## src/aqi_pkg.sv

```systemverilog
package aqi_pkg;

	localparam int NUM_POLL = 5;
	localparam int TABLE_ROWS = 7;
	localparam int SEGMENTS = 7;
	localparam int ROWS_USED = (SEGMENTS < 1) ? 1 : ((SEGMENTS > TABLE_ROWS) ? TABLE_ROWS : SEGMENTS);
	localparam int ROW_W = $clog2(TABLE_ROWS);
	localparam int CONC_W = 16;
	localparam int MAG_W = 15;
	localparam int X_W = 22;
	localparam int RECIP_SHIFT = 22;
	localparam int RECIP_W = 16;
	localparam int SPAN_W = 13;
	localparam int Q_W = 16;
	localparam int SUB_W = 17;
	localparam int IDX_W = 12;
	localparam int CAT_W = 3;
	localparam logic [IDX_W-1:0] INDEX_MAX = '1;
	localparam int FIFO_DEPTH = 4;
	localparam int PTR_W = $clog2(FIFO_DEPTH);

	localparam logic [CAT_W-1:0] CAT_GOOD = 3'd0;
	localparam logic [CAT_W-1:0] CAT_MODERATE = 3'd1;
	localparam logic [CAT_W-1:0] CAT_SENSITIVE = 3'd2;
	localparam logic [CAT_W-1:0] CAT_UNHEALTHY = 3'd3;
	localparam logic [CAT_W-1:0] CAT_VERY_UNHEALTHY = 3'd4;
	localparam logic [CAT_W-1:0] CAT_HAZARDOUS = 3'd5;

	localparam logic [IDX_W-1:0] LIM_GOOD = 12'd50;
	localparam logic [IDX_W-1:0] LIM_MODERATE = 12'd100;
	localparam logic [IDX_W-1:0] LIM_SENSITIVE = 12'd150;
	localparam logic [IDX_W-1:0] LIM_UNHEALTHY = 12'd200;
	localparam logic [IDX_W-1:0] LIM_VERY_UNHEALTHY = 12'd300;

	localparam logic [MAG_W-1:0] CLO [NUM_POLL][TABLE_ROWS] = '{
		'{15'd0, 15'd90, 15'd354, 15'd554, 15'd1254, 15'd2254, 15'd3254},
		'{15'd0, 15'd540, 15'd1540, 15'd2540, 15'd3540, 15'd4240, 15'd5040},
		'{15'd0, 15'd530, 15'd1000, 15'd3600, 15'd6490, 15'd12490, 15'd16490},
		'{15'd0, 15'd350, 15'd750, 15'd1850, 15'd3040, 15'd6040, 15'd8040},
		'{15'd0, 15'd540, 15'd700, 15'd850, 15'd1050, 15'd2000, 15'd5040}
	};

	localparam logic [MAG_W-1:0] CHI [NUM_POLL][TABLE_ROWS] = '{
		'{15'd90, 15'd354, 15'd554, 15'd1254, 15'd2254, 15'd3254, 15'd5004},
		'{15'd540, 15'd1540, 15'd2540, 15'd3540, 15'd4240, 15'd5040, 15'd6040},
		'{15'd530, 15'd1000, 15'd3600, 15'd6490, 15'd12490, 15'd16490, 15'd20490},
		'{15'd350, 15'd750, 15'd1850, 15'd3040, 15'd6040, 15'd8040, 15'd10040},
		'{15'd540, 15'd700, 15'd850, 15'd1050, 15'd2000, 15'd5040, 15'd6040}
	};

	localparam logic [SPAN_W-1:0] SPAN [NUM_POLL][TABLE_ROWS] = '{
		'{13'd90, 13'd264, 13'd200, 13'd700, 13'd1000, 13'd1000, 13'd1750},
		'{13'd540, 13'd1000, 13'd1000, 13'd1000, 13'd700, 13'd800, 13'd1000},
		'{13'd530, 13'd470, 13'd2600, 13'd2890, 13'd6000, 13'd4000, 13'd4000},
		'{13'd350, 13'd400, 13'd1100, 13'd1190, 13'd3000, 13'd2000, 13'd2000},
		'{13'd540, 13'd160, 13'd150, 13'd200, 13'd950, 13'd3040, 13'd1000}
	};

	// Floor of 2**22 divided by the segment span.
	localparam logic [RECIP_W-1:0] RECIP [NUM_POLL][TABLE_ROWS] = '{
		'{16'd46603, 16'd15887, 16'd20971, 16'd5991, 16'd4194, 16'd4194, 16'd2396},
		'{16'd7767, 16'd4194, 16'd4194, 16'd4194, 16'd5991, 16'd5242, 16'd4194},
		'{16'd7913, 16'd8924, 16'd1613, 16'd1451, 16'd699, 16'd1048, 16'd1048},
		'{16'd11983, 16'd10485, 16'd3813, 16'd3524, 16'd1398, 16'd2097, 16'd2097},
		'{16'd7767, 16'd26214, 16'd27962, 16'd20971, 16'd4415, 16'd1379, 16'd4194}
	};

	localparam logic [6:0] DI [TABLE_ROWS] = '{7'd50, 7'd50, 7'd50, 7'd50, 7'd100, 7'd100, 7'd100};
	localparam logic [8:0] ILO [TABLE_ROWS] = '{9'd0, 9'd50, 9'd100, 9'd150, 9'd200, 9'd300, 9'd400};

	typedef struct packed {
		logic [ROW_W-1:0] row;
		logic [MAG_W-1:0] diff;
	} lane_t;

	typedef lane_t [NUM_POLL-1:0] item_t;

	typedef logic signed [CONC_W-1:0] conc_t;

endpackage

```

## src/aqi_front.sv

```systemverilog
module aqi_front import aqi_pkg::*; (
	input conc_t conc [NUM_POLL],
	output item_t item
);

	always_comb begin
		for (int p = 0; p < NUM_POLL; p++) begin
			logic [ROW_W-1:0] r;
			logic [MAG_W-1:0] v;
			v = conc[p][MAG_W-1:0];
			r = ROW_W'(ROWS_USED - 1);
			for (int i = ROWS_USED - 1; i >= 0; i--) begin
				if (v <= CHI[p][i]) begin
					r = ROW_W'(i);
				end
			end
			if (conc[p][CONC_W-1]) begin
				item[p].row = '0;
				item[p].diff = '0;
			end else begin
				item[p].row = r;
				item[p].diff = v - CLO[p][r];
			end
		end
	end

endmodule

```

## config.mk

```make
export PLATFORM = sky130hd
export DESIGN_NAME = aqi_front
export DESIGN_NICKNAME = d
export VERILOG_FILES = /design/src/aqi_pkg.sv /design/src/aqi_front.sv
export SDC_FILE = /design/constraint.sdc
export NUM_CORES = 1
export LEC_CHECK = 0
export ABC_AREA = 1
export BUFFER_PORTS_ARGS = -buffer_cell sky130_fd_sc_hd__buf_2
export CORE_MARGIN = 4
export CORE_UTILIZATION = 59
export DETAILED_ROUTE_END_ITERATION = 10
export PLACE_DENSITY = 0.89
export SETUP_SLACK_MARGIN = 0.3
export SYNTH_ARGS = -nofsm -noshare
export SYNTH_HDL_FRONTEND = slang
export SYNTH_SLANG_ARGS = --single-unit
```

## constraint.sdc

```tcl
create_clock -name vclk -period 10.6
set_input_delay 1.59 -clock vclk [all_inputs]
set_output_delay 1.59 -clock vclk [all_outputs]
set_load 0.01 [all_outputs]
```

Yosys cells after proc, flatten, opt, wreduce, memory -nomap -nowiden
Memory sizes are Yosys's and may differ from the RTL's.
Index checks and enable logic that the tools add are counted.
- add/sub/neg operators: 5
- $lt $le $gt $ge: 35
- mux-type cells: 45
- bitwise operators: 5
- operator list (cell ; count):
    15-bit two-way mux ; 10
    15-bit by 10-bit less-or-equal comparator with 1-bit output (second input constant) ; 8
    15-bit by 12-bit less-or-equal comparator with 1-bit output (second input constant) ; 6
    15-bit by 13-bit less-or-equal comparator with 1-bit output (second input constant) ; 6
    18-bit two-way mux ; 5
    15-bit by 11-bit less-or-equal comparator with 1-bit output (second input constant) ; 5
    3-bit two-way mux ; 25
    15-bit subtractor ; 5
    15-bit by 9-bit less-or-equal comparator with 1-bit output (second input constant) ; 2
    4-bit greater-or-equal comparator (second input constant) ; 5
    3-bit inverter with 4-bit output ; 5
    15-bit by 14-bit less-or-equal comparator with 1-bit output (second input constant) ; 1
    15-bit less-or-equal comparator (second input constant) ; 1
    15-bit by 7-bit less-or-equal comparator with 1-bit output (second input constant) ; 1
    2-bit two-way mux ; 5
- register bits: 0
- memory bits (read-only): 600
- output and inout bits: 90
- word-level logic and storage cells: 95
- memories kept: 5
- memory list (memory ; words ; bits a word ; rd ports ; clocked after Yosys merged registers in ; wr ports ; line ; source):
    (no name shown) ; 8 ; 15 ; 1 ; 0 ; 0 ; aqi_front.sv:22 ; item[p].diff = v - CLO[p][r];
    (no name shown) ; 8 ; 15 ; 1 ; 0 ; 0 ; aqi_front.sv:22 ;
    (no name shown) ; 8 ; 15 ; 1 ; 0 ; 0 ; aqi_front.sv:22 ;
    (no name shown) ; 8 ; 15 ; 1 ; 0 ; 0 ; aqi_front.sv:22 ;
    (no name shown) ; 8 ; 15 ; 1 ; 0 ; 0 ; aqi_front.sv:22 ;

Longest topological paths before layout
- word-level depth: 13
- gate-level depth with buffers: 28
- gate-level depth less buffers: 27

Worst setup path after synthesis
No wires, ideal clock.
- kind: input to output
- from: in conc[11] in the netlist's numbering
- to: out item[83] in the netlist's numbering
- arrival: 4788 ps
- setup slack: 4222 ps
- stages: 21
- cell sequence: buf_6 nor2_4 inv_2 nor2_4 nand4_1 nand2_1 inv_1 nor2_2 nand2_1 nand2_1 inv_1 ha_1 or2_2 o21a_1 ha_1 fa_1 o31ai_1 a21oi_1 o21bai_1 xor2_1 nor2_1
- RTL lines (element ; line ; source):
    from (decl) ; aqi_front.sv:2 ; input conc_t conc [NUM_POLL],
    to (decl) ; aqi_front.sv:3 ; output item_t item

==> impl_metrics.csv <==
group,metric,value,unit
pwr,clkPwrFrac,0,%
detailed_routing,viasPerCell,5.554,
finish,clkbuf_count,0,
finish,seq_area,0,sq um
synthesis,synth_commonest_cells,"nand2_1, nor2_1, inv_1, a21oi_1, o21ai_0",
finish,syn_to_final_growth,16.74,%
setup_path,worstPathMaxFanout,8,
global_routing,grt_overflow,0,
pwr,combPwrFrac,100.0,%
pwr,internal_power,0.1232,mW
detailed_routing,vias,7753,
cts,holdBufCountCts,0,
finish,final_cell_area,0.006761,sq mm
synthesis,syn-num-nets,1270,
synthesis,ys_seq_area_share,0,%
setup_path,crit_end,"item[83]",
synthesis,syn_avg_cell_area,5.241,sq um
die,ios,170,
synthesis,synth_top_area_share,17.50,%
place,dp_cells,1396,
pwr,irDropWorstVdd,32.03,uV
setup_path,max_stage_delay,540,ps
timing,final.setup.tns,0,ps
detailed_routing,ant_nets,0,
setup_path,crit_path_top_delay_cell,"o31ai_1",
cts,ctsResizeCount,0,
finish,fillCellCount,896,
global_routing,grt_pass1_vias,7171,
synthesis,synthCells,1105,
timing,finalSetupViolCount,0,
synthesis,syn_area,0.005792,sq mm
synthesis,yosys_warnings,0,
synthesis,synth.area.top_cells,"ha_1, nand2_1, nor2_1",
die,start_util,61.51,%
die,fp.dieArea,0.01147,sq mm
detailed_routing,wl_per_cell,12.80,um
finish,multi_input_area,0.005092,sq mm
synthesis,yosysMostFrequentCell,"nand2_1",
finish,seq_cell_count,0,
finish,stdcell_count,1396,
die,die_w,107.1,um
pwr,powerDensity,50.43,mW/mm^2
finish,finish.utilization,71.81,%
die,coreArea,0.009415,sq mm
finish,drive_above_1_share,16.34,%
timing,finalHoldViolCount,0,
detailed_routing,drtIter0Drc,641,
detailed_routing,drt-total-wl,17870,um
timing,fin_crit,7121,ps
place,place_congestion,0.9606,
pwr,p_switching,0.2177,mW
run,max-cap-violations,0,
setup_path,crit_path_frequent_cell,"nand2_1",
run_status,status,"finished clean",
global_routing,grtUsageTotal,30.26,%
timing,report.final.slew_viol_count,0,
setup_path,cp.required,9010,ps
place,hpwl,15360,um
global_routing,grt_pass1_wl,30420,um
synthesis,synth_area_leader_cell,"ha_1",
pwr,swShare,63.86,%
setup_path,crit_type,"in -> out",
detailed_routing,detail_route.first_pass.iterations,6,
timing,fmax,0.1404,GHz
global_routing,antenna_found_initial,0,
timing,rsz0062_at_grt,"false",
pwr,power.static_leakage,3.871,nW
detailed_routing,route.detailed.drc,0,
finish,antenna_cells,0,
setup_path,startpoint_type,"input port",
setup_path,critPathCaptureType,"output port",
global_routing,grt_max_degree,13,
setup_path,crit_chain,"buf_2 -> nand2_1 -> o21ai_0 -> nand4_1 -> nand2_1 -> inv_1 -> nor2_2 -> nand2_1 -> nand2_1 -> inv_1 -> ha_1 -> or2_2 -> o21a_1 -> ha_1 -> fa_1 -> o31ai_1 -> a21oi_1 -> o21bai_1 -> xor2_1 -> nor2_1 -> buf_2",
place,dpl_cell_area,0.006761,sq mm
timing,min_period_over_period,67.18,%
setup_path,worst-endpoint-arrival,5530,ps
place,portBuffers,170,
synthesis,ys_types,47,
pwr,seq_power_share,0,%
die,rows,35,
worst_hold_path,min_path_type,"in -> out",
finish,finalNetCount,1434,
die,die_h,107.1,um
cts,postCtsSetupRepairBufs,0,
timing,worstMarginPinSlew,558.2,ps
timing,slew-limit-headroom,62.47,%
setup_path,crit_start,"conc[4]",
timing,holdWs,3506,ps
==> area by class of cell <==
class	instances	share of cell area, %
inverter	174	9.715
multi-input combinational	923	75.31
tap	129	2.387
timing repair buffer	170	12.58
==> placed cells by master (no fill, tap or decap), types with 2 or more instances in the layout <==
cell	count
o31ai_1	2
nand2_1	232
o21bai_1	5
o21ai_0	82
o2111ai_1	2
a21boi_0	6
a21o_1	7
xor2_1	15
a211oi_1	2
xnor2_1	4
o211ai_1	2
ha_1	81
inv_2	6
fa_1	4
nor4_1	8
a21oi_1	92
nand2_2	12
nand3b_1	2
nor2_1	182
nor2_4	4
buf_2	170
o21a_1	5
inv_1	166
nor2_2	4
nand4_1	25
nand3_1	80
a221oi_1	3
nor3_1	42
a31oi_1	4
or2_2	4
==> worst min path at each step <==
stage                   from       end  depth (start not counted)
floorplan           conc[79]  item[17]                          1
global placement    conc[48]  item[18]                          4
detailed placement  conc[49]  item[19]                          4
CTS                 conc[49]  item[19]                          4
global route        conc[48]  item[18]                          4
finish              conc[48]  item[18]                          4
==> logic make-up after synthesis <==
logic type | Yosys count | share of synthesized area [%]
simple gates | 599 | 44.67
compound gates | 220 | 21.49
buf+inv | 182 | 12.08
fa+ha+maj | 85 | 18.88
xor+xnor | 19 | 2.873
==> power by group through the flow <==
| stage | logic (mW) | clock network, mW | registers, mW |
|---|---|---|---|
| global placement | 0.330 | 0 | 0 |
| detailed placement | 0.335 | 0 | 0 |
| finish | 0.341 | 0 | 0 |
| CTS | 0.336 | 0 | 0 |
| global route | 0.384 | 0 | 0 |
| floorplan | 0.223 | 0 | 0 |
==> metrics by stage <==
step	setup WS [ps]	total power, mW
after floorplan	4222	0.2228
after global placement	3710	0.3300
after detailed placement	3543	0.3348
after CTS	3535	0.3363
after global routing	3109	0.3840
final	3479	0.3410
==> worst max-delay path, delay by kind of cell <==
| family | cells | cell delay (ps) |
|---|---|---|
| adder cells (fa/ha/maj) | 3 | 820 |
| XOR/XNOR | 1 | 160 |
| AND/OR/NAND/NOR | 8 | 1230 |
| AO/OA/AOI/OAI | 5 | 1310 |
| buffers and inverters | 4 | 420 |
==> layer usage <==
metal	share of wire, %	up-vias	track usage, %
met1	43	3366	39.59
li1	-	4004	-
met3	8.6	36	1.746
met2	46	347	54.11
met4	2.2	0	7.032
met5	0	-	0
Note: power is estimated with default switching activity, not from simulation.
