$ cat src/aqi_pkg.sv
package aqi_pkg;

	localparam int NUM_POLL = 5;
	localparam int TABLE_ROWS = 7;
	localparam int SEGMENTS = 7;
	localparam int ROWS_USED = (SEGMENTS < 1) ? 1 : ((SEGMENTS > TABLE_ROWS) ? TABLE_ROWS : SEGMENTS);
	localparam int ROW_W = $clog2(TABLE_ROWS);
	localparam int CONC_W = 16;
	localparam int MAG_W = 15;
	localparam int X_W = 22;
	localparam int RECIP_SHIFT = 22;
	localparam int RECIP_W = 16;
	localparam int SPAN_W = 13;
	localparam int Q_W = 16;
	localparam int SUB_W = 17;
	localparam int IDX_W = 12;
	localparam int CAT_W = 3;
	localparam logic [IDX_W-1:0] INDEX_MAX = '1;
	localparam int FIFO_DEPTH = 4;
	localparam int PTR_W = $clog2(FIFO_DEPTH);

	localparam logic [CAT_W-1:0] CAT_GOOD = 3'd0;
	localparam logic [CAT_W-1:0] CAT_MODERATE = 3'd1;
	localparam logic [CAT_W-1:0] CAT_SENSITIVE = 3'd2;
	localparam logic [CAT_W-1:0] CAT_UNHEALTHY = 3'd3;
	localparam logic [CAT_W-1:0] CAT_VERY_UNHEALTHY = 3'd4;
	localparam logic [CAT_W-1:0] CAT_HAZARDOUS = 3'd5;

	localparam logic [IDX_W-1:0] LIM_GOOD = 12'd50;
	localparam logic [IDX_W-1:0] LIM_MODERATE = 12'd100;
	localparam logic [IDX_W-1:0] LIM_SENSITIVE = 12'd150;
	localparam logic [IDX_W-1:0] LIM_UNHEALTHY = 12'd200;
	localparam logic [IDX_W-1:0] LIM_VERY_UNHEALTHY = 12'd300;

	localparam logic [MAG_W-1:0] CLO [NUM_POLL][TABLE_ROWS] = '{
		'{15'd0, 15'd90, 15'd354, 15'd554, 15'd1254, 15'd2254, 15'd3254},
		'{15'd0, 15'd540, 15'd1540, 15'd2540, 15'd3540, 15'd4240, 15'd5040},
		'{15'd0, 15'd530, 15'd1000, 15'd3600, 15'd6490, 15'd12490, 15'd16490},
		'{15'd0, 15'd350, 15'd750, 15'd1850, 15'd3040, 15'd6040, 15'd8040},
		'{15'd0, 15'd540, 15'd700, 15'd850, 15'd1050, 15'd2000, 15'd5040}
	};

	localparam logic [MAG_W-1:0] CHI [NUM_POLL][TABLE_ROWS] = '{
		'{15'd90, 15'd354, 15'd554, 15'd1254, 15'd2254, 15'd3254, 15'd5004},
		'{15'd540, 15'd1540, 15'd2540, 15'd3540, 15'd4240, 15'd5040, 15'd6040},
		'{15'd530, 15'd1000, 15'd3600, 15'd6490, 15'd12490, 15'd16490, 15'd20490},
		'{15'd350, 15'd750, 15'd1850, 15'd3040, 15'd6040, 15'd8040, 15'd10040},
		'{15'd540, 15'd700, 15'd850, 15'd1050, 15'd2000, 15'd5040, 15'd6040}
	};

	localparam logic [SPAN_W-1:0] SPAN [NUM_POLL][TABLE_ROWS] = '{
		'{13'd90, 13'd264, 13'd200, 13'd700, 13'd1000, 13'd1000, 13'd1750},
		'{13'd540, 13'd1000, 13'd1000, 13'd1000, 13'd700, 13'd800, 13'd1000},
		'{13'd530, 13'd470, 13'd2600, 13'd2890, 13'd6000, 13'd4000, 13'd4000},
		'{13'd350, 13'd400, 13'd1100, 13'd1190, 13'd3000, 13'd2000, 13'd2000},
		'{13'd540, 13'd160, 13'd150, 13'd200, 13'd950, 13'd3040, 13'd1000}
	};

	// Floor of 2**22 divided by the segment span.
	localparam logic [RECIP_W-1:0] RECIP [NUM_POLL][TABLE_ROWS] = '{
		'{16'd46603, 16'd15887, 16'd20971, 16'd5991, 16'd4194, 16'd4194, 16'd2396},
		'{16'd7767, 16'd4194, 16'd4194, 16'd4194, 16'd5991, 16'd5242, 16'd4194},
		'{16'd7913, 16'd8924, 16'd1613, 16'd1451, 16'd699, 16'd1048, 16'd1048},
		'{16'd11983, 16'd10485, 16'd3813, 16'd3524, 16'd1398, 16'd2097, 16'd2097},
		'{16'd7767, 16'd26214, 16'd27962, 16'd20971, 16'd4415, 16'd1379, 16'd4194}
	};

	localparam logic [6:0] DI [TABLE_ROWS] = '{7'd50, 7'd50, 7'd50, 7'd50, 7'd100, 7'd100, 7'd100};
	localparam logic [8:0] ILO [TABLE_ROWS] = '{9'd0, 9'd50, 9'd100, 9'd150, 9'd200, 9'd300, 9'd400};

	typedef struct packed {
		logic [ROW_W-1:0] row;
		logic [MAG_W-1:0] diff;
	} lane_t;

	typedef lane_t [NUM_POLL-1:0] item_t;

	typedef logic signed [CONC_W-1:0] conc_t;

endpackage

$ cat src/aqi_fifo.sv
module aqi_fifo import aqi_pkg::*; (
	input logic clk,
	input logic arst_n,
	input logic wr_en,
	input item_t wr_data,
	output logic full,
	input logic rd_en,
	output logic nonempty,
	output item_t rd_data
);

	item_t mem_q [FIFO_DEPTH];
	logic [PTR_W-1:0] wr_ptr_q;
	logic [PTR_W-1:0] rd_ptr_q;
	logic [PTR_W:0] count_q;

	assign full = (count_q == (PTR_W+1)'(FIFO_DEPTH));
	assign nonempty = (count_q != '0);
	assign rd_data = mem_q[rd_ptr_q];

	always_ff @(posedge clk) begin
		if (wr_en) begin
			mem_q[wr_ptr_q] <= wr_data;
		end
	end

	always_ff @(posedge clk or negedge arst_n) begin
		if (!arst_n) begin
			wr_ptr_q <= '0;
			rd_ptr_q <= '0;
			count_q <= '0;
		end else begin
			if (wr_en) begin
				wr_ptr_q <= wr_ptr_q + 1'b1;
			end
			if (rd_en) begin
				rd_ptr_q <= rd_ptr_q + 1'b1;
			end
			if (wr_en && !rd_en) begin
				count_q <= count_q + 1'b1;
			end else if (rd_en && !wr_en) begin
				count_q <= count_q - 1'b1;
			end
		end
	end

endmodule

$ cat config.mk
export PLATFORM = sky130hd
export DESIGN_NAME = aqi_fifo
export DESIGN_NICKNAME = d
export VERILOG_FILES = /design/src/aqi_pkg.sv /design/src/aqi_fifo.sv
export SDC_FILE = /design/constraint.sdc
export NUM_CORES = 1
export LEC_CHECK = 0
export BUFFER_PORTS_ARGS = -buffer_cell sky130_fd_sc_hd__buf_2
export CAP_MARGIN = 20
export CORE_UTILIZATION = 50
export DETAILED_ROUTE_END_ITERATION = 8
export GPL_ROUTABILITY_DRIVEN = 0
export MAX_ROUTING_LAYER = met4
export PLACE_DENSITY = 0.78
export SYNTH_ARGS = -nofsm -noshare
export SYNTH_HDL_FRONTEND = slang
export SYNTH_SLANG_ARGS = --single-unit
export TNS_END_PERCENT = 30
$ cat constraint.sdc
create_clock -name clk -period 4.7 [get_ports clk]
set_clock_uncertainty 0.2 [all_clocks]
set_input_delay 0.47 -clock clk [delete_from_list [all_inputs] [get_ports clk]]
set_output_delay 0.47 -clock clk [all_outputs]
set_load 0.01 [all_outputs]
### After elaboration in Yosys (flattened, before gate mapping)

Memories as Yosys holds them, arrays and structs flattened.
Index checks and enable logic that the tools add are counted.

| word-level totals | value |
|---|---|
| register bits after elaboration | 7 |
| latch bits | 0 |
| RAM bits | 360 |
| ROM bits | 0 |
| input bits | 94 |
| output and inout bits | 92 |
| logic and storage cells | 19 |
| memories kept | 1 |

| operators by class | value |
|---|---|
| $add $sub $neg | 4 |
| multiply operators | 0 |
| div/mod/pow operators | 0 |
| order comparisons | 0 |
| equality and inequality tests | 1 |
| shift operators | 0 |
| mux-type cells | 4 |
| bitwise logic cells | 0 |
| reductions and logical operators | 6 |

Memories:

| memory | words | width | read ports | clocked after Yosys merged registers in | write ports | line | source |
|---|---|---|---|---|---|---|---|
| mem_q | 4 | 90 | 1 | 0 | 1 | aqi_fifo.sv:12 | `item_t mem_q [FIFO_DEPTH];` |

Operators by type and width:

| cell | number |
|---|---|
| $mux W3 | 2 |
| $add A2 B1 Y2 const B | 2 |
| $add A3 B1 Y3 const B | 1 |
| $eq A3 B3 Y1 const B | 1 |
| $reduce_bool A3 Y1 | 1 |
| $sub A3 B1 Y3 const B | 1 |
| $logic_and A1 B1 Y1 | 2 |
| $logic_not A1 Y1 | 2 |
| $mux W1 | 2 |
| $reduce_bool A2 Y1 | 1 |

### Logic depth before layout (Yosys ltp)

Gate-level depths: netlist of run 1.

| depth | value |
|---|---|
| depth after elaboration | 4 |
| depth in mapped cells | 7 |

### Worst setup path after synthesis of run 1

Ideal clock, no wire load.

| timing path | value |
|---|---|
| kind | flip-flop to flip-flop |
| from | reg wr_ptr_q[0] |
| to | mem mem_q[2][0] in the netlist's numbering, enable pin |
| library setup time | 0.459 ns |
| arrival | 2.703 ns |
| required time | 4.041 ns |
| setup slack | 1.339 ns |
| cell stages (with the launch flop) | 4 |
| path buffers | 0 |
| period minus slack after synthesis | 3.361 ns |
| path through | dfrtp_1 inv_1 ha_1 and2_1 |

RTL lines:

| item | line | source |
|---|---|---|
| from (decl) | aqi_fifo.sv:13 | `logic [PTR_W-1:0] wr_ptr_q;` |
| from (signal assigned) | aqi_fifo.sv:34 | `wr_ptr_q <= wr_ptr_q + 1'b1;` |
| to (decl) | aqi_fifo.sv:12 |  |

No word-level cell before the write port.

==> results of run 1 <==
==> worst paths after layout <==
| check | slack (ps) | depth (start not counted) | end | start |
|---|---|---|---|---|
| min in group asynchronous | 130 | 2 | count_q[1]$_DFFE_PN0P_ | arst_n |
| max in group asynchronous | 3970 | 2 | rd_ptr_q[1]$_DFFE_PN0P_ | arst_n |
| worst max register to register | 2460 | 4 | mem_q[1][40]$_DFFE_PP_ | wr_ptr_q[1]$_DFFE_PN0P_ |
| worst max-delay path | 1350 | 3 | rd_data[26] | rd_ptr_q[0]$_DFFE_PN0P_ |
| worst min register to register | 290 | 1 | count_q[2]$_DFFE_PN0P_ | count_q[2]$_DFFE_PN0P_ |
| worst min-delay path | 110 | 2 | wr_ptr_q[0]$_DFFE_PN0P_ | wr_en |
==> cell type report <==
class                           instances  area share (%)
Clock buffer                           46            6.05
Clock inverter                         20           0.561
Inverter                                4          0.0897
Multi-Input combinational cell        113            13.4
Sequential cell                       367            65.7
Tap cell                              335            2.50
Timing Repair Buffer                  289            11.8
==> per-stage QoR <==
step	hold WS (ps)	instance area [sq um]
after global placement	115	14700
after CTS	71.9	16700
after detailed placement	118	14700
after global routing	97.9	16700
final	108	16700
after floorplan	-25.6	13400
==> worst max-delay path, cell delays in order, from the launching register on <==
cell	delay (ps)
dfrtp_4	830
buf_4	560
mux4_2	600
buf_2	160
==> metal layers <==
| metal | up-vias | global-route usage (%) | part of all wire (%) |
|---|---|---|---|
| met1 | 3315 | 22.6 | 39 |
| met3 | 39 | 3.63 | 5.4 |
| met4 | 0 | 4.71 | 1.7 |
| met5 | - | - | 0 |
| li1 | 2791 | - | - |
| met2 | 215 | 34.5 | 54 |
==> cell families (layout without fill, tap and decap cells) <==
family | after synthesis | after routing | synth area share, %
XOR/XNOR | 6 | 6 | 0.393
adder cells (fa/ha/maj) | 6 | 6 | 0.617
AND/OR/NAND/NOR | 9 | 9 | 0.374
AO/OA/AOI/OAI | 1 | 1 | 0.0373
buffers and inverters | 24 | 359 | 1.30
flip-flops | 367 | 367 | 82.1
multiplexers | 91 | 91 | 15.2
==> cells in the final DEF, fill, tap and decap left out <==
master         netlist  layout
buf_12               0       1
nand2_1              2       2
buf_16               0       1
inv_6                0       1
ha_1                 5       5
xor2_1               4       4
nor2_1               1       1
clkbuf_16            0      39
inv_1                4       4
fa_1                 1       1
nor3b_1              1       1
and2_4               0       4
dfrtp_1              7       5
mux4_2              90      90
buf_4                1      10
mux2_2               1       1
xnor2_1              2       2
dlygate4sd3_1        0      92
clkbuf_8             0       1
or3_1                1       1
edfxtp_1           360     360
dfrtp_4              0       2
clkinv_2             0       5
buf_2               10     185
clkbuf_1             0       6
clkinvlp_4           0       2
o21ai_0              1       1
clkinv_1             0      12
==> timing repair <==
action | CTS | global route
hold buffers | 92 | 0
setup endpoints to repair | 0 | 0
hold endpoints to repair | 368 | 0
==> state kept, by name, summed over array words and instances, names as in the netlist <==
signal	flops
rd_ptr_q	2
mem_q	360
count_q	3
wr_ptr_q	2
==> power groups by stage <==
stage          logic (W)  registers, W  clock network (W)
6_report         0.00269       0.00459            0.00266
3_5_place_dp     0.00267       0.00467                  0
2_1_floorplan    0.00190       0.00449                  0
5_1_grt          0.00289       0.00465            0.00284
3_3_place_gp     0.00261       0.00462                  0
4_1_cts          0.00275       0.00461            0.00270
==> results.rst, run 1 <==
.. list-table::
   :header-rows: 1

   * - Metric
     - Value
   * - Run status
     - complete, but fails checks
   * - Violations in the final reports
     - design-rule violations
   * - Clock latency of the later-clocked register in the worst-skew pair
     - roughly 500 ps
   * - Area inside the core boundary
     - between 20,000 and 30,000 sq um
   * - Gr ovfl total
     - 0
   * - Port bufs
     - 185
   * - Cell Int Power
     - 0.00713 W
   * - Final-report hold violation count
     - 0
   * - Average detailed-routed wire length per instance
     - 21.2 um
   * - Buffer type at the clock tree root
     - clkbuf_16
   * - Clk pin slew, worst setup/hold paths
     - 60 ps
   * - Number of optimization iterations in the first detailed-route pass
     - 7
   * - Diodes inserted
     - 0
   * - Net count after synthesis
     - 604
   * - Ratio of total power to cell area
     - about 590 nW/um^2
   * - Antenna violations before repair
     - 0
   * - Critical path fanouts, max
     - 31
   * - Required time of the critical path
     - 4030 ps
   * - Biggest area consumer among synthesized cells
     - edfxtp_1
   * - Final antenna-violating net count
     - 0
   * - Die height
     - 166 um
   * - Critical Path Source Type
     - flop
   * - Fraction of power consumed by the clock network
     - a little over a quarter
   * - Starting utilization of the core area
     - 51.2%
   * - Fraction of final layout cells sized beyond drive strength 1
     - slightly above 40%
   * - Relative max-transition margin
     - 57.8%
   * - Number of warnings reported in the yosys synthesis log
     - 0
   * - Finished Core Util
     - 64.1%
   * - Flip-flop and latch count after synthesis
     - ~370
   * - Postcts setup bufs
     - 0
   * - Leading post-synthesis cells by instance count
     - edfxtp_1, mux4_2, buf_2
   * - Number of global-route vias before repair
     - 6,994
   * - Total Routed Length
     - roughly 25,000 um
   * - Final clock period utilization by the worst path
     - a little under three quarters
   * - Setup Slack @ Placement
     - 1800 ps
   * - Floorplan die area
     - 27,400 sq um
   * - Area of combinational cells with multiple inputs
     - 2240 sq um
   * - Area contributors post-synth
     - edfxtp_1, mux4_2, dfrtp_1, buf_6, ha_1
   * - PnR Total Power
     - 0.00994 W
   * - Fraction of registers with async set/reset
     - 1.91%
   * - Most repeated cell in the gate-level netlist after synthesis
     - edfxtp_1
   * - TritonCTS buffer count
     - 37
   * - Worst min path class
     - primary input to flop
   * - DRC violation count after routing
     - 26
   * - FILL cells
     - 1,752
   * - Mean instance size in the synthesized netlist
     - 26.6 sq um
   * - Number of flops mapped to enable cells by yosys
     - 360
   * - Die width
     - 166 um
   * - CTS tree
     - built
   * - Most used flip-flop cell after synthesis
     - edfxtp_1
   * - Maximum VDD drop
     - 0.360 mV
   * - Transition time at the pin with the least slew margin
     - 633 ps
   * - Global Route Usage Sum
     - 19.3%
   * - Pin count of the biggest net entering global routing
     - 73
   * - Post-Syn Instances
     - 504
   * - Top-area cell type share of the netlist area
     - 80.7%
   * - Crit path setup slack, layout
     - 1350 ps
   * - Combinational fraction of design power
     - a little over a quarter
   * - Netlist area before placement
     - around 13,000 sq um
   * - Sequential-to-total area share from yosys stat
     - 82.1%
   * - Placed Cells incl. Taps
     - 1,015
   * - Switching part of the total
     - 28.3%
   * - Number of placement rows
     - a little under 60
   * - Maximum number of buffers from clock root to sink
     - 3
   * - HPWL after detailed placement
     - 14,600 um
   * - Worst Setup Path Type
     - flop to output pin
   * - Clock sink total
     - 367
   * - Min Clock Period, post-route
     - 3350 ps
   * - First-pass GRT wire length
     - 39,000 um
   * - Max-cap viol count
     - 0
   * - Register cell area after layout
     - 11,000 sq um
   * - Final slew viol count
     - 0
   * - Final non-filler cell total
     - 1,174
   * - Sort of element at the end of the critical path
     - output pin
   * - Cts repair resizes
     - 0
   * - Vias after detailed routing
     - between 6,000 and 7,000
   * - Area grow syn2layout
     - 25.0%
   * - Count of endpoints failing setup in the final report
     - 0
   * - Via count normalized by instance count
     - about 5.4
   * - Final #Nets
     - 912
   * - Library cells used by synthesis
     - 18
   * - Top Ports
     - 186
   * - Maximum operating frequency
     - 0.299 GHz
   * - Register share of total power
     - 46.1%
   * - Signal arrival time at the worst endpoint
     - 2680 ps
   * - Drt first-iter violations
     - 503
   * - Net switching power of the design
     - 0.00281 W
   * - Total Neg Setup Slack
     - 0 ps
   * - H-tree lvl count
     - 2
   * - RSZ-0062 raised after global routing
     - false
   * - Total leakage power
     - 5.80 nW
(Power assumes the default switching activity.)
==> inputs of run 2 (changes only) <==
--- a/config.mk
+++ b/config.mk
@@ -5,13 +5,14 @@
 export SDC_FILE = /design/constraint.sdc
 export NUM_CORES = 1
 export LEC_CHECK = 0
+export ABC_AREA = 1
 export BUFFER_PORTS_ARGS = -buffer_cell sky130_fd_sc_hd__buf_2
 export CAP_MARGIN = 20
 export CORE_UTILIZATION = 50
 export DETAILED_ROUTE_END_ITERATION = 8
 export GPL_ROUTABILITY_DRIVEN = 0
 export MAX_ROUTING_LAYER = met4
-export PLACE_DENSITY = 0.78
+export PLACE_DENSITY = 0.77
 export SYNTH_ARGS = -nofsm -noshare
 export SYNTH_HDL_FRONTEND = slang
 export SYNTH_SLANG_ARGS = --single-unit
==> constraint.sdc (replaced) <==
create_clock -name clk -period 3.5 [get_ports clk]
set_clock_uncertainty 0.2 [all_clocks]
set_input_delay 0.35 -clock clk [delete_from_list [all_inputs] [get_ports clk]]
set_output_delay 0.35 -clock clk [all_outputs]
set_load 0.01 [all_outputs]
==> results.rst, run 2 <==
.. list-table::
   :header-rows: 1

   * - Metric
     - Value
   * - CTS tree
     - built
   * - Gr ovfl total
     - 0
   * - Area grow syn2layout
     - 22.8%
   * - TritonCTS buffer count
     - 37
   * - Crit path setup slack, layout
     - 621 ps
   * - Vias after detailed routing
     - 9,034
   * - Number of warnings reported in the yosys synthesis log
     - 0
   * - Number of global-route vias before repair
     - 9,157
   * - Antenna violations before repair
     - 3
   * - Register ranked first by flip-flop count
     - mem_q
   * - Port bufs
     - between 150 and 200
   * - Required time of the critical path
     - approximately 3000 ps
   * - Relative max-transition margin
     - ~46%
   * - Gr busiest metal
     - met2
   * - Die width
     - approximately 170 um
   * - Worst hold margin
     - 286 ps
   * - Most repeated cell in the gate-level netlist after synthesis
     - edfxtp_1
   * - Global Route Usage Sum
     - 20.7%
   * - Buffer type at the clock tree root
     - clkbuf_16
   * - Top Ports
     - 186
   * - Number of optimization iterations in the first detailed-route pass
     - 5
   * - Origin of the critical flop-to-flop path
     - wr_ptr_q[1]$_DFFE_PN0P_
   * - Area of combinational cells with multiple inputs
     - about 2600 sq um
   * - Biggest area consumer among synthesized cells
     - edfxtp_1
   * - Signal arrival time at the worst endpoint
     - between 2000 and 2500 ps
   * - Min Clock Period, post-route
     - 2880 ps
   * - Count of endpoints failing setup in the final report
     - 0
   * - Endpoint of the most critical register-to-register path
     - mem_q[1][61]$_DFFE_PP_
   * - Maximum number of buffers from clock root to sink
     - 3
   * - Pin count of the biggest net entering global routing
     - 91
   * - Die height
     - 174 um
   * - Top-area cell type share of the netlist area
     - 73.3%
   * - FILL cells
     - 2,058
   * - HPWL after detailed placement
     - 16,300 um
   * - Global routing met1 resource utilization
     - approximately 25%
   * - Hold Crit Start
     - count_q[2]$_DFFE_PN0P_
   * - Sort of element at the end of the critical path
     - output pin
   * - Via count normalized by instance count
     - 5.06
   * - Met3 track demand over resource
     - approximately 4.3%
   * - Floorplan die area
     - 30,200 sq um
   * - Area inside the core boundary
     - 28,900 sq um
   * - Area contributors post-synth
     - edfxtp_1, o211ai_1, nand2_1, inv_1, buf_6
   * - Global routing usage on met2
     - 35.6%
   * - Most common cell after layout, fill and taps aside
     - edfxtp_1
   * - Setup Slack @ Placement
     - about 1200 ps
   * - Maximum VDD drop
     - approximately 0.58 mV
   * - Final clock period utilization by the worst path
     - 82.3%
   * - Ratio of total power to cell area
     - 817 nW/um^2
   * - Sequential-to-total area share from yosys stat
     - 74.5%
   * - Total leakage power
     - a little over 7 nW
   * - Final slew viol count
     - 0
   * - Net count after synthesis
     - around 1,200
   * - Finished Core Util
     - 62.7%
   * - Critical path fanouts, max
     - 70
   * - Final #Nets
     - 1,473
   * - Post-Syn Instances
     - 1,098
   * - Worst Hold End
     - count_q[2]$_DFFE_PN0P_
   * - Postcts setup bufs
     - 0
   * - Critical Path Source Type
     - flop
   * - Fraction of final layout cells sized beyond drive strength 1
     - between 15 and 20%
   * - Cell depth of the worst min-delay path
     - 2
   * - Critical Path Source
     - rd_ptr_q[0]$_DFFE_PN0P_
   * - First-pass GRT wire length
     - ~47,000 um
   * - Final non-filler cell total
     - 1,787
   * - Run status
     - finished clean
   * - H-tree lvl count
     - 2
   * - Transition time at the pin with the least slew margin
     - 807 ps
   * - Worst min path class
     - flop to flop
   * - Average detailed-routed wire length per instance
     - around 17 um
   * - Starting utilization of the core area
     - 51.1%
   * - Clock latency of the later-clocked register in the worst-skew pair
     - 510 ps
   * - DRC violation count after routing
     - 0
   * - Fraction of registers with async set/reset
     - 1.91%
   * - Total Routed Length
     - between 20,000 and 30,000 um
   * - Number of flops mapped to enable cells by yosys
     - 360
   * - Worst Setup Path Type
     - flop to output pin
   * - Most used flip-flop cell after synthesis
     - edfxtp_1
   * - Register-to-register path setup slack
     - 1410 ps
   * - Flip-flop and latch count after synthesis
     - 367
   * - Max-cap viol count
     - 0
   * - Final-report hold violation count
     - 0
   * - Clk pin slew, worst setup/hold paths
     - 50 ps
   * - Register cell area after layout
     - 11,000 sq um
   * - Most frequent cells in the layout
     - edfxtp_1, nand2_1, inv_1, buf_2, o211ai_1
   * - Mean instance size in the synthesized netlist
     - 13.4 sq um
   * - Netlist area before placement
     - 14,700 sq um
   * - Number of flip-flops under the largest register name
     - 360
   * - Library cells used by synthesis
     - 19
   * - Cts repair resizes
     - 0
   * - Maximum operating frequency
     - 0.347 GHz
   * - Worst reg2reg path depth
     - 5
   * - Leading registers by flop count
     - mem_q x360, count_q x3
   * - RSZ-0062 raised after global routing
     - false
   * - Leading post-synthesis cells by instance count
     - edfxtp_1, nand2_1, inv_1
   * - Total Neg Setup Slack
     - 0 ps
   * - Placed Cells incl. Taps
     - 1,624
   * - Final antenna-violating net count
     - 0
   * - Number of placement rows
     - 62
   * - Clock sink total
     - 367
   * - Drt first-iter violations
     - 521
[run 2: changes by cell type after synthesis, moves of 2 or more]
cell and delta:
inv_1 +186, buf_2 +9, buf_6 +20, o211ai_1 +180, nand2_1 +282, mux4_2 -90, inv_2 +2, and2_1 -4
clkbuf_1 +10
[run 2: what timing repair did]
| item | in CTS | in global routing |
|---|---|---|
| setup endpoints to repair | 0 | 0 |
| endpoints found under the hold margin | 371 | 0 |
| hold buffers | 94 | 0 |
[run 2: per-layer routing]
layer	routed length, um	vias to the layer above
li1	-	4375
met5	0	-
met4	609	0
met1	12000	4325
met3	2030	58
met2	15100	276
[run 2: stage by stage]
step           power [W]  area, sq um
2_1_floorplan    0.00939        14700
3_3_place_gp      0.0108        16000
3_5_place_dp      0.0110        16000
5_1_grt           0.0156        18100
4_1_cts           0.0149        18100
6_report          0.0148        18100
[run 2: cells by family after synthesis]
group	count (synthesis)	synth area share (%)
xor gates and xnor gates	4	0.238
buffers and inverters	252	8.11
and+or+nand+nor	288	7.37
DFF	367	74.5
adders and majority gates	6	0.560
AOI/OAI and AO/OA	181	9.20
[run 2: worst max-delay path by stage]
stage                            end  slack [ps]  cells past startpoint
2_1_floorplan  mem_q[2][0]$_DFFE_PP_         440                      4
3_5_place_dp             rd_data[88]        1160                      5
6_report                 rd_data[24]         620                      5
4_1_cts                  rd_data[88]         610                      5
3_3_place_gp             rd_data[88]        1190                      5
5_1_grt                  rd_data[88]         460                      5
[run 2: power breakdown]
group / total, W / switching (W) / leakage [nW] / internal (W)
Sequential: 0.00608 / 0.000332 / 3.39 / 0.00575
Clock: 0.00383 / 0.00154 / 0.579 / 0.00230
Combinational: 0.00487 / 0.00315 / 3.31 / 0.00172
[run 2: final cells by class]
class | instances | share of cell area (%)
Multi-Input combinational cell | 479 | 14.1
Sequential cell | 367 | 60.8
Tap cell | 384 | 2.66
Clock buffer | 50 | 5.73
Timing Repair Buffer | 296 | 11.8
Clock inverter | 16 | 0.844
Inverter | 192 | 4.05
Antenna cell | 3 | 0.0415
[run 2: critical path: stages, from the launching register on]
cell and delay, ps:
dfrtp_4 950, buf_12 350, nand2_1 110, o211ai_1 100
nand2_1 100, buf_2 150
